[src/rtl/core/scha_ram.sv]
// Generic single-write, single-read RAM with registered read data.
// No dependencies.
module scha_ram #(
  parameter int WIDTH = 8,
  parameter int DEPTH = 16
) (
  input  logic                     clk,
  input  logic                     we,
  input  logic [$clog2(DEPTH)-1:0] waddr,
  input  logic [WIDTH-1:0]         wdata,
  input  logic                     re,
  input  logic [$clog2(DEPTH)-1:0] raddr,
  output logic [WIDTH-1:0]         rdata
);

  logic [WIDTH-1:0] mem [DEPTH];

  // write port
  always_ff @(posedge clk) begin
    if (we) begin
      mem[waddr] <= wdata;
    end
  end

  // registered read port
  always_ff @(posedge clk) begin
    if (re) begin
      rdata <= mem[raddr];
    end
  end

endmodule

[config.mk]
export PLATFORM = sky130hd
export DESIGN_NAME = scha_ram
export DESIGN_NICKNAME = d
export VERILOG_FILES = /design/src/rtl/core/scha_ram.sv
export SDC_FILE = /design/constraint.sdc
export NUM_CORES = 1
export LEC_CHECK = 0
export ABC_AREA = 1
export BUFFER_PORTS_ARGS = -buffer_cell sky130_fd_sc_hd__buf_4
export CORE_ASPECT_RATIO = 0.7
export CORE_UTILIZATION = 61
export DETAILED_ROUTE_END_ITERATION = 12
export GPL_TIMING_DRIVEN = 0
export PLACE_DENSITY = 0.84
export SYNTH_ARGS = -nofsm -noshare
export SYNTH_HDL_FRONTEND = slang
export SYNTH_SLANG_ARGS = --single-unit
[constraint.sdc]
create_clock -name clk -period 1.27 [get_ports clk]
set_input_delay 0 -clock clk [delete_from_list [all_inputs] [get_ports clk]]
set_output_delay 0 -clock clk [all_outputs]
set_load 0.01 [all_outputs]
After elaboration in Yosys (flattened, before gate mapping)

Memories as Yosys holds them, arrays and structs flattened. A register that Yosys moved wholly into a read port is not among the register bits.
Cells that the tools add are included.

Register bits after elaboration: 0
Bits in writable memories: 128
Logic and storage cells: 3
Memories kept: 1

Muxes and demuxes: 2

Memories:

| name | words | width | read ports | clocked after Yosys merged registers in | write ports | line | source |
|---|---|---|---|---|---|---|---|
| mem  | 16    | 8     | 1          | 1                                       | 1           | 16   | `logic [WIDTH-1:0] mem [DEPTH];` |

Operators with widths:

| operator         | count |
|---|---|
| 2-to-1 mux 1 bit | 2 |

Depth between registers and ports, before layout

Word-level depth: 2
Gate-level depth with buffers: 8
Depth with buffers taken out: 7

Worst setup path before layout

Ideal clock, no wire load.

Path kind: input to register
Start: input port waddr[2]
End: memory mem[10][0], enable pin
Arrival time: 0.581 ns
Required time: 0.900 ns
Path slack: 0.319 ns
Cell stages on the path: 2
Path through: nand3b_1 nor2_1

RTL lines:

| item        | line | source |
|---|---|---|
| from (decl) | 9    | `input logic [$clog2(DEPTH)-1:0] waddr,` |
| to (decl)   | 16   |  |

No word-level cell before the write port.

==> metrics <==
crit path kind=flip-flop to flip-flop; main flop type after synthesis=edfxtp_1; area post-placement=6170 µm²; CP Data Required Time=1430 ps; async set or reset register ratio after synthesis=0%; Post-Synthesis Cells=551; I/O Buffers=23; FF-to-FF Start=mem[6][0]$_DFFE_PP_; vias in the first global route=3950; via count=4189; Distinct cells, synth=11; met1 usage=44.3%; Internal Dissipation=8140 µW; RSZ-0062 raised after global routing=no; number of H-tree levels=4; top post-synthesis cells by area=edfxtp_1 70%, nand2_1 11%, nand3_1 8.3%; FP Rows=29; final hold slack=138 ps; final slew viol count=0; Psw=2260 µW; Power Total=10400 µW; Ports=27; min-delay worst type=input port to flip-flop; die width=119 µm; flops & latches, synth=136; fin util=74.2%; Sw Ratio=21.7%; Clock Skews=6.03 ps; reg2reg end=rdata[0]$_DFFE_PP_; PD cells=1530 nW/µm²; placed wire-length estimate=9090 µm; Final min period=1250 ps; Clk pwr share=44.1%; R2R Setup Slk=20 ps; DR WL/cell=19.9 µm; CTS buffer count=17; peak supply drop=1.61 mV; Pre-antenna DRT Iters=6; critical path launch point=mem[6][0]$_DFFE_PP_; worst slew pin tran=965 ps; register area share after synthesis=69.8%; R2R cell count=6; Post-CTS Setup Repair Bufs=0; Die Area=9990 µm²; Synth warnings=0; crit path launch type=flip-flop; Hold Fails Final Rpt=0; met3 usage=10.6%; leading cell types by count after synthesis=173 x nand2_1, 136 x edfxtp_1, 100 x inv_1; status=completed; top cell type's share of synthesized area=69.8%; Final setup viols=0; most common cell in the netlist=nand2_1; Total Wirelength=14700 µm; CTS clock-pin slew for the worst setup and hold paths=60 ps; Tcrit/Tclk final=98.4%; Initial Util=63.7%; root buffer cell=clkbuf_16; total track usage=31.5%; pin count of the biggest net entering global routing=17; Die Y=83.9 µm; layout cells sized above 1=11.9%; crit-path max FO=1; sequential share of power=48.9%; post-route ant nets=0; number of synthesized flops with an enable pin=136; clock sink total=136; Mapped Nets=570; Clock Path Buffers=2; Arrival @ worst endpoint=1410 ps; total gr overflow=0; leakage power=0.00295 µW; Post-Syn Area=5850 µm²; vias per cell=5.67; CTS tree=done; DRT iter0 DRCs=582; relative slew slack=35.4%; top cell type by total area after synthesis=edfxtp_1; first-pass GRT wire length=21900 µm; number of diodes=0; GRT busiest layer=met2; Crit. End Element=flip-flop; crit path capture=rdata[0]$_DFFE_PP_; max-cap check violation count=0; clock latency on the worst-skew pair=420 ps; Comb power frac=7.0%; # DRC=0; Mean Syn Cell Area=10.6 µm²; Layout area overhead=16.5%; maximum clock rate=800 MHz; gpl congestion=0.913; final net count=621; initial antenna violation count=0; Final Instance Area=6810 µm²; Core Area=9180 µm²; met2 Use GR=44.4%
-- cell usage in the layout, fill, tap and decap left out, drive strengths merged --
cell type / instances
clkbuf: 21
clkinv: 7
nor2: 17
clkinvlp: 2
dlygate4sd3: 9
nand2: 173
buf: 47
edfxtp: 136
nand3: 97
nand3b: 2
bufinv: 2
inv: 102
-- critical path, cell delays in order (launching register included) --
cell,delay [ps]
edfxtp_1,410
inv_1,90
nand2_1,70
nand3_1,100
nand3_1,100
nand3_1,120
nand2_1,100
-- repair_timing --
item,in CTS,in global routing
endpoints found under the hold margin,136,0
gates resized for setup,0,0
hold buffers,9,0
-- state kept, by name, summed over array words and instances (netlist names) --
signal	count
mem	128
rdata	8
-- through the flow --
step	setup WS, ps	instances	TNS [ps]
5_1_grt	10.0	739	0
6_report	20.3	739	0
3_3_place_gp	-152	698	-8480
3_5_place_dp	-237	698	-13150
4_1_cts	69.5	739	0
2_1_floorplan	319	551	0
-- power by group through the flow --
stage / sequential [µW] / clock [µW] / combinational [µW]
2_1_floorplan: 5180 / 0 / 354
3_3_place_gp: 5170 / 0 / 655
3_5_place_dp: 5180 / 0 / 673
4_1_cts: 5090 / 4560 / 703
5_1_grt: 5090 / 4730 / 775
6_report: 5090 / 4580 / 724
-- cell type report --
type | instances | area, µm²
flip-flops and latches | 136 | 4080
fillers | 608 | 2370
multi-input cells | 289 | 1210
clock buffers | 21 | 440
inverters | 102 | 383
repair buffers | 32 | 263
plain buffers | 24 | 166
well taps | 124 | 155
clock inverters | 11 | 106
-- how the worst min path moves through the flow --
stage          startpoint                  end  cells after the start
4_1_cts          raddr[2]   rdata[6]$_DFFE_PP_                      4
6_report         raddr[2]   rdata[6]$_DFFE_PP_                      4
3_5_place_dp           re   rdata[5]$_DFFE_PP_                      1
2_1_floorplan    wdata[0]  mem[0][0]$_DFFE_PP_                      0
3_3_place_gp           re   rdata[6]$_DFFE_PP_                      1
5_1_grt          raddr[2]   rdata[6]$_DFFE_PP_                      4
-- metal layers --
layer | share of wire (%) | routed length, µm
met4 | 2.6 | 380
met2 | 44 | 6430
met1 | 40 | 5910
met5 | 0 | 0
met3 | 13 | 1950
-- logic make-up (layout without fill, tap and decap cells) --
family                 after synthesis  count (layout)  synth area share (%)
and+or+nand+nor                    289             289                  20.8
DFF                                136             136                  69.8
buffers and inverters              126             190                  9.39
Note: power is estimated with default switching activity, not from simulation.
